`config.mk`:
```
export PLATFORM = sky130hd
export DESIGN_NAME = tlb_region_entry_planner_flat
export DESIGN_NICKNAME = d
export VERILOG_FILES = /design/src/rtl/tlbrp_pkg.sv /design/src/rtl/tlbrp_if.sv /design/src/rtl/tlbrp_step_unit.sv /design/src/rtl/tlb_region_entry_planner.sv /design/src/flat_wrapper.sv
export SDC_FILE = /design/constraint.sdc
export NUM_CORES = 1
export LEC_CHECK = 0
export BUFFER_PORTS_ARGS = -buffer_cell sky130_fd_sc_hd__buf_2
export CAP_MARGIN = 15
export CORE_ASPECT_RATIO = 1.5
export CORE_MARGIN = 8
export CORE_UTILIZATION = 46
export CTS_BUF_LIST = sky130_fd_sc_hd__clkbuf_8 sky130_fd_sc_hd__clkbuf_16
export DETAILED_ROUTE_END_ITERATION = 10
export PLACE_DENSITY = 0.68
export SLEW_MARGIN = 0
export SYNTH_ARGS = -nofsm -noshare
export SYNTH_HDL_FRONTEND = slang
export SYNTH_HIERARCHICAL = 1
export SYNTH_SLANG_ARGS = --single-unit
```
`constraint.sdc`:
```
create_clock -name clk -period 9.8 [get_ports clk]
set_clock_uncertainty 0.2 [all_clocks]
set_input_delay 1.47 -clock clk [delete_from_list [all_inputs] [get_ports clk]]
set_output_delay 1.47 -clock clk [all_outputs]
set_load 0.01 [all_outputs]
```
`src/rtl/tlbrp_pkg.sv`:
```
// package for the tlb region entry planner
// page sizes, result codes and the step record; no dependencies
`default_nettype none

package tlbrp_pkg;

    localparam int AddrW = 32;
    localparam int SlotW = 6;
    localparam int CountW = 6;

    localparam logic [SlotW-1:0] SLOT_LIMIT = 6'd32;
    localparam logic [SlotW-1:0] SLOT_TOP = 6'd63;
    localparam logic [CountW-1:0] RESULT_CAP = 6'd33;

    localparam logic [AddrW-1:0] SIZE_4K = 32'h0000_1000;
    localparam logic [AddrW-1:0] SIZE_64K = 32'h0001_0000;
    localparam logic [AddrW-1:0] SIZE_1M = 32'h0010_0000;

    localparam logic [1:0] KIND_SECTION = 2'd0;
    localparam logic [1:0] KIND_LARGE = 2'd1;
    localparam logic [1:0] KIND_SMALL = 2'd2;

    localparam logic [1:0] STATUS_OK = 2'd0;
    localparam logic [1:0] STATUS_NOMAP = 2'd1;
    localparam logic [1:0] STATUS_FULL = 2'd2;

    typedef struct packed {
        logic             entry_valid;
        logic [AddrW-1:0] entry_phys;
        logic [AddrW-1:0] entry_virt;
        logic [1:0]       page_kind;
        logic [SlotW-1:0] slot_index;
        logic [1:0]       status;
        logic             last;
    } result_t;

    typedef struct packed {
        result_t          res;
        logic [AddrW-1:0] phys_next;
        logic [AddrW-1:0] virt_next;
        logic [AddrW-1:0] rem_next;
        logic [SlotW-1:0] slot_next;
    } step_t;

endpackage

`default_nettype wire

```
`src/rtl/tlbrp_if.sv`:
```
// valid/ready channel interfaces for region requests and planned entries
// depends on nothing
`default_nettype none

interface tlbrp_in_if;
    logic        valid;
    logic        ready;
    logic [31:0] start_phys;
    logic [31:0] start_virt;
    logic [31:0] region_size;

    modport source (output valid, start_phys, start_virt, region_size, input ready);
    modport sink (input valid, start_phys, start_virt, region_size, output ready);
endinterface

interface tlbrp_out_if;
    logic        valid;
    logic        ready;
    logic        entry_valid;
    logic [31:0] entry_phys;
    logic [31:0] entry_virt;
    logic [1:0]  page_kind;
    logic [5:0]  slot_index;
    logic [1:0]  status;
    logic        last;

    modport source (output valid, entry_valid, entry_phys, entry_virt, page_kind,
                    slot_index, status, last, input ready);
    modport sink (input valid, entry_valid, entry_phys, entry_virt, page_kind,
                  slot_index, status, last, output ready);
endinterface

`default_nettype wire

```
`src/rtl/tlbrp_step_unit.sv`:
```
// shared step unit: picks one page, advances addresses and remaining size
// depends on tlbrp_pkg
`default_nettype none

module tlbrp_step_unit (
    input  wire logic [31:0] phys,
    input  wire logic [31:0] virt,
    input  wire logic [31:0] rem,
    input  wire logic [5:0]  next_slot,
    input  wire logic [5:0]  count,
    input  wire logic        first,
    output tlbrp_pkg::step_t step
);
    import tlbrp_pkg::*;

    logic             a4;
    logic             a64;
    logic             a1m;
    logic             rem_ge_1m;
    logic             rem_ge_4k;
    logic             fits;
    logic [1:0]       kind;
    logic [AddrW-1:0] size;
    logic             full;

    assign a4 = (phys[11:0] == 12'd0);
    assign a64 = (phys[15:0] == 16'd0);
    assign a1m = (phys[19:0] == 20'd0);
    assign rem_ge_1m = (rem >= SIZE_1M);
    assign rem_ge_4k = (rem >= SIZE_4K);
    assign fits = a4 && rem_ge_4k;

    always_comb
    begin
        if (rem_ge_1m && a1m)
        begin
            kind = KIND_SECTION;
            size = SIZE_1M;
        end
        else if ((rem > SIZE_4K) && a64)
        begin
            kind = KIND_LARGE;
            size = SIZE_64K;
        end
        else
        begin
            kind = KIND_SMALL;
            size = SIZE_4K;
        end
    end

    assign full = (next_slot >= SLOT_LIMIT) || ((count + 6'd1) >= RESULT_CAP);

    always_comb
    begin
        step = '0;
        step.phys_next = phys + size;
        step.virt_next = virt + size;
        step.rem_next = rem - size;
        step.slot_next = next_slot;
        step.res.last = 1'b1;
        if (first && (next_slot > SLOT_LIMIT))
        begin
            step.res.status = STATUS_FULL;
        end
        else if (first && (rem == 32'd0))
        begin
            step.res.status = STATUS_OK;
        end
        else if (!fits)
        begin
            step.res.status = STATUS_NOMAP;
        end
        else
        begin
            step.res.entry_valid = 1'b1;
            step.res.entry_phys = phys;
            step.res.entry_virt = virt;
            step.res.page_kind = kind;
            step.res.slot_index = next_slot;
            step.res.status = full ? STATUS_FULL : STATUS_OK;
            step.res.last = full || (size >= rem);
            step.slot_next = (next_slot != SLOT_TOP) ? next_slot + 6'd1 : next_slot;
        end
    end

endmodule

`default_nettype wire

```
`src/rtl/tlb_region_entry_planner.sv`:
```
// tlb region entry planner: n results per region, one per cycle when the
// receiver does not stall, through a registered output; the region port
// is busy for the whole walk. the region is registered first, then each
// step result is loaded into the output register. at most 33 results per
// region come from the single step unit, one page per cycle while output
// is free. reset (async, low) clears slot counter, sequencer, output valid.
`default_nettype none

module tlb_region_entry_planner (
    input wire logic  clk,
    input wire logic  rst_n,
    tlbrp_in_if.sink  region,
    tlbrp_out_if.source entry
);
    import tlbrp_pkg::*;

    localparam logic ST_IDLE = 1'b0;
    localparam logic ST_WALK = 1'b1;

    logic             state_reg, state_next;
    logic [AddrW-1:0] phys_reg, phys_next;
    logic [AddrW-1:0] virt_reg, virt_next;
    logic [AddrW-1:0] rem_reg, rem_next;
    logic [SlotW-1:0] slot_reg, slot_next;
    logic [CountW-1:0] count_reg, count_next;
    logic             first_reg, first_next;
    logic             out_valid_reg, out_valid_next;
    result_t          out_reg, out_next;

    step_t            step;
    logic             region_take;
    logic             out_free;
    logic             advance;

    // one shared step unit does page choice and all address arithmetic
    tlbrp_step_unit u_step (
        .phys      (phys_reg),
        .virt      (virt_reg),
        .rem       (rem_reg),
        .next_slot (slot_reg),
        .count     (count_reg),
        .first     (first_reg),
        .step      (step)
    );

    assign region.ready = (state_reg == ST_IDLE);
    assign region_take = region.valid && region.ready;

    // output register is free when empty or taken this cycle
    assign out_free = !out_valid_reg || entry.ready;
    assign advance = (state_reg == ST_WALK) && out_free;

    always_comb
    begin
        state_next = state_reg;
        phys_next = phys_reg;
        virt_next = virt_reg;
        rem_next = rem_reg;
        slot_next = slot_reg;
        count_next = count_reg;
        first_next = first_reg;
        out_next = out_reg;
        out_valid_next = out_valid_reg && !entry.ready;
        case (state_reg)
            ST_IDLE:
            begin
                if (region_take)
                begin
                    phys_next = region.start_phys;
                    virt_next = region.start_virt;
                    rem_next = region.region_size;
                    count_next = '0;
                    first_next = 1'b1;
                    state_next = ST_WALK;
                end
            end
            ST_WALK:
            begin
                if (advance)
                begin
                    // load one result and step the walk
                    out_next = step.res;
                    out_valid_next = 1'b1;
                    slot_next = step.slot_next;
                    phys_next = step.phys_next;
                    virt_next = step.virt_next;
                    rem_next = step.rem_next;
                    count_next = count_reg + 6'd1;
                    first_next = 1'b0;
                    if (step.res.last)
                    begin
                        state_next = ST_IDLE;
                    end
                end
            end
            default:
            begin
                state_next = ST_IDLE;
            end
        endcase
    end

    always_ff @(posedge clk or negedge rst_n)
    begin
        if (!rst_n)
        begin
            state_reg <= ST_IDLE;
            slot_reg <= '0;
            out_valid_reg <= 1'b0;
            first_reg <= 1'b0;
            count_reg <= '0;
        end
        else
        begin
            state_reg <= state_next;
            slot_reg <= slot_next;
            out_valid_reg <= out_valid_next;
            first_reg <= first_next;
            count_reg <= count_next;
        end
    end

    // payload registers
    always_ff @(posedge clk)
    begin
        phys_reg <= phys_next;
        virt_reg <= virt_next;
        rem_reg <= rem_next;
        out_reg <= out_next;
    end

    assign entry.valid = out_valid_reg;
    assign entry.entry_valid = out_reg.entry_valid;
    assign entry.entry_phys = out_reg.entry_phys;
    assign entry.entry_virt = out_reg.entry_virt;
    assign entry.page_kind = out_reg.page_kind;
    assign entry.slot_index = out_reg.slot_index;
    assign entry.status = out_reg.status;
    assign entry.last = out_reg.last;

endmodule

`default_nettype wire

```
`src/flat_wrapper.sv`:
```
// flat-port wrapper written by rule: the top's interface ports become plain ports
module tlb_region_entry_planner_flat import tlbrp_pkg::*;
  (clk, rst_n, region_valid, region_start_phys, region_start_virt, region_region_size, region_ready, entry_valid, entry_entry_valid, entry_entry_phys, entry_entry_virt, entry_page_kind, entry_slot_index, entry_status, entry_last, entry_ready);
  tlbrp_in_if region_i ();
  tlbrp_out_if entry_i ();
  input wire logic clk;
  input wire logic rst_n;
  input wire logic [$bits(region_i.valid)-1:0] region_valid;
  input wire logic [$bits(region_i.start_phys)-1:0] region_start_phys;
  input wire logic [$bits(region_i.start_virt)-1:0] region_start_virt;
  input wire logic [$bits(region_i.region_size)-1:0] region_region_size;
  output wire logic [$bits(region_i.ready)-1:0] region_ready;
  output wire logic [$bits(entry_i.valid)-1:0] entry_valid;
  output wire logic [$bits(entry_i.entry_valid)-1:0] entry_entry_valid;
  output wire logic [$bits(entry_i.entry_phys)-1:0] entry_entry_phys;
  output wire logic [$bits(entry_i.entry_virt)-1:0] entry_entry_virt;
  output wire logic [$bits(entry_i.page_kind)-1:0] entry_page_kind;
  output wire logic [$bits(entry_i.slot_index)-1:0] entry_slot_index;
  output wire logic [$bits(entry_i.status)-1:0] entry_status;
  output wire logic [$bits(entry_i.last)-1:0] entry_last;
  input wire logic [$bits(entry_i.ready)-1:0] entry_ready;
  assign region_i.valid = region_valid;
  assign region_i.start_phys = region_start_phys;
  assign region_i.start_virt = region_start_virt;
  assign region_i.region_size = region_region_size;
  assign region_ready = region_i.ready;
  assign entry_valid = entry_i.valid;
  assign entry_entry_valid = entry_i.entry_valid;
  assign entry_entry_phys = entry_i.entry_phys;
  assign entry_entry_virt = entry_i.entry_virt;
  assign entry_page_kind = entry_i.page_kind;
  assign entry_slot_index = entry_i.slot_index;
  assign entry_status = entry_i.status;
  assign entry_last = entry_i.last;
  assign entry_i.ready = entry_ready;
  tlb_region_entry_planner u_core (.clk(clk), .rst_n(rst_n), .region(region_i), .entry(entry_i));
endmodule
```
==> metrics.csv <==
stage,metric,value,unit
outcome,status,completed,
synthesis,ys_ff_latch,187,
clocking,root_buffer,clkbuf_16,
detailed_routing,drc,0,
detailed_routing,drt-initial-drc-count,238,
detailed_routing,first_pass_iters,4,
sta,setup_viol,0,
clocking,cts_resized,0,
power_and_ir_drop,p_sw_frac,0.320,
global_routing,grt_overflow,0,
setup_path,cpMostUsedCell,ha_1,
detailed_routing,drtAntennaViolNets,0,
setup_path,cp_max_fo,5,
global_routing,grt_pass1_vias,5763,
floorplan,io_pins,178,
floorplan,num_rows,64,
synthesis,netlist_area,9440,um2
place,hpwl,13500,um
synthesis,syn_inst,682,
synthesis,netlist_top_cells_area,"edfxtp_1 55%, mux2_2 13%, and2_1 4.0%",
synthesis,async_flop_share,0.0802,
power_and_ir_drop,p_per_area,303,nW/um2
synthesis,synth_edf_count,172,
global_routing,grt_usage,0.153,
synthesis,yosysWarnings,6,
power_and_ir_drop,switching_power,1.05,mW
setup_path,crit_required,9.79,ns
clocking,h-tree-depth,4,
setup_path,path_delay_family,simple AND/OR/NAND/NOR gates,
cells_and_area,final_net_count,941,
setup_path,startpoint_type,flip-flop,
setup_path,critical_path_class,reg2reg,
power_and_ir_drop,seqPwrFrac,0.492,
power_and_ir_drop,power_frac_comb,0.292,
flow_run,cap_viol_max_count,0,
setup_path,cp-end-kind,flip-flop,
global_routing,antenna_found_initial,3,
place,placed_cell_area,10200,um2
floorplan,die-area,25500,um2
synthesis,synth_ff_type,edfxtp_1,
setup_path,crit_buf_inv,0,
clocking,postCtsSetupBuffers,0,
hold_path,hp-class,reg2reg,
sta,period_share,0.455,
power_and_ir_drop,total_power,3.27,mW
setup_path,worstPathArrival,4.45,ns
sta,period_needed,4.46,ns
synthesis,avgSynthCellArea,13.8,um2
power_and_ir_drop,peakVddDrop,152,uV
synthesis,synth.distinct_cells,55,
floorplan,die_height,191,um
global_routing,grt_start_max_net_pins,86,
setup_path,slowest_stage,or3b_2,
place,dpl.cell_count,1071,
sta,hold_violations,0,
detailed_routing,wire_per_inst,17.4,um
sta,fmax,224,MHz
power_and_ir_drop,p_leak,4.23,nW
cells_and_area,final_cell_mix,"177 x buf_2, 172 x edfxtp_1, 105 x mux2_2",
cells_and_area,layout-drive-gt1-share,0.397,
cells_and_area,fill_cells,1748,
setup_path,r2r_slack,5.34,ns
detailed_routing,via_count,5546,
place,io_buffers,177,
sta,slew_headroom,0.434,
sta,layout_setup_ws,5.34,ns
clocking,tritoncts,done,
clocking,clkTransAtPathRegs,0.07,ns
cells_and_area,n_antenna_cell,0,
cells_and_area,layout_commonest_cell,buf_2,
power_and_ir_drop,p_clk_frac,0.216,
sta,slew_viol_final,0,
synthesis,synth.yosys.seq_area_share,0.587,
place,place_congestion,0.794,
detailed_routing,via_per_inst,5.03,
floorplan,core,20300,um2
floorplan,start_util,0.466,
setup_path,cp_cell_sequence,"or3_1, or4_1, a2111oi_2, or2_2, ha_1, ha_1, nor3b_1, o211ai_1, or3b_2, nor3_2, xor2_1, mux2_2",
floorplan,dieWidth,133,um
synthesis,yosys.area.top_type_share,0.547,
clocking,cts.sinks,187,
setup_path,slowest_delay,0.57,ns
cells_and_area,area_delta_synth_final,14.2,%
cells_and_area,final_cell_area,10800,um2
clocking,cts_hold_buf,0,
detailed_routing,wl,19200,um
clocking,clockBufferDepth,2,
sta,rsz0062_at_grt,no,
global_routing,grt_pass1_wl,30200,um
cells_and_area,stdcell_count,1103,
synthesis,synth_top_area_cell,edfxtp_1,
clocking,clk_latency,0.43,ns
place,pre_cts_slack,5.38,ns
clocking,cts_made_buffers,17,
power_and_ir_drop,power.internal,2.22,mW
sta,setup_tns,0,ns
sta,tightest_slew,0.849,ns
==> worst paths after layout <==
kind,depth (start not counted),end,start
worst max-delay path,12,u_core/rem_reg[28]$_DFFE_PP_,u_core/rem_reg[19]$_DFFE_PP_
worst min-delay path,1,u_core/count_reg[5]$_DFFE_PN0P_,u_core/count_reg[5]$_DFFE_PN0P_
max in group asynchronous,1,u_core/state_reg$_DFF_PN0_,rst_n
worst min register to register,1,u_core/count_reg[5]$_DFFE_PN0P_,u_core/count_reg[5]$_DFFE_PN0P_
min in group asynchronous,1,u_core/entry.valid$_DFF_PN0_,rst_n
worst max register to register,12,u_core/rem_reg[28]$_DFFE_PP_,u_core/rem_reg[19]$_DFFE_PP_
==> power by group through the flow <==
stage / sequential, mW / combinational [mW] / clock (mW)
2_1_floorplan: 1.60 / 0.828 / 0
3_3_place_gp: 1.62 / 0.959 / 0
3_5_place_dp: 1.63 / 0.968 / 0
4_1_cts: 1.61 / 0.974 / 0.727
5_1_grt: 1.66 / 1.06 / 0.754
6_report: 1.61 / 0.955 / 0.706
==> layout make-up <==
cell class	count	area, um2	share of cell area
multi-input cells	423	3330	0.309
clock inverters	15	173	0.0160
clock buffers	17	425	0.0395
flip-flops and latches	187	5540	0.514
repair buffers	181	916	0.0850
inverters	16	65.1	0.00604
well taps	264	330	0.0306
==> per-stage QoR <==
step	hold WS, ns	utilization
2_1_floorplan	0.249	-
3_3_place_gp	0.266	0.503
3_5_place_dp	0.273	0.503
4_1_cts	0.285	0.532
5_1_grt	0.308	0.532
6_report	0.282	0.532
==> cells by family after synthesis <==
group	share of synthesized area
AND/OR/NAND/NOR	0.124
other	0.000397
AO/OA/AOI/OAI	0.0209
adder cells (fa/ha/maj)	0.0199
multiplexers	0.131
flip-flops	0.587
buffers and inverters	0.0667
XOR/XNOR	0.0510
==> Yosys cell counts, types with 3 or more instances <==
cell type	n
a21oi_1	5
a31oi_1	3
and2_1	60
and3_1	11
buf_4	49
buf_6	5
clkbuf_1	3
clkbuf_8	9
dfrtp_1	15
edfxtp_1	172
ha_1	15
inv_1	14
mux2_2	105
mux2i_1	5
nand2_1	31
nand2b_1	4
nand3_1	25
nand4_1	10
nor2_1	23
nor3_1	7
nor3_2	3
nor4_1	11
o21ai_0	3
or3_1	3
or4_1	3
xnor2_1	35
xor2_1	20
==> metal layers <==
layer | GRT usage | up-vias | share of wire
li1 | - | 2727 | -
met1 | 0.164 | 2631 | 0.39
met2 | 0.271 | 153 | 0.53
met3 | 0.0508 | 29 | 0.064
met4 | 0.0596 | 6 | 0.018
met5 | 0 | - | 0.0023
==> worst register-to-register path, delay by kind of cell (launching register included) <==
| family | cells | cell delay [ns] |
|---|---|---|
| flops | 1 | 0.45 |
| compound gates | 2 | 0.63 |
| mux | 1 | 0.26 |
| simple gates | 6 | 2.20 |
| fa+ha+maj | 2 | 0.39 |
| xor+xnor | 1 | 0.08 |
(Power assumes the default switching activity.)
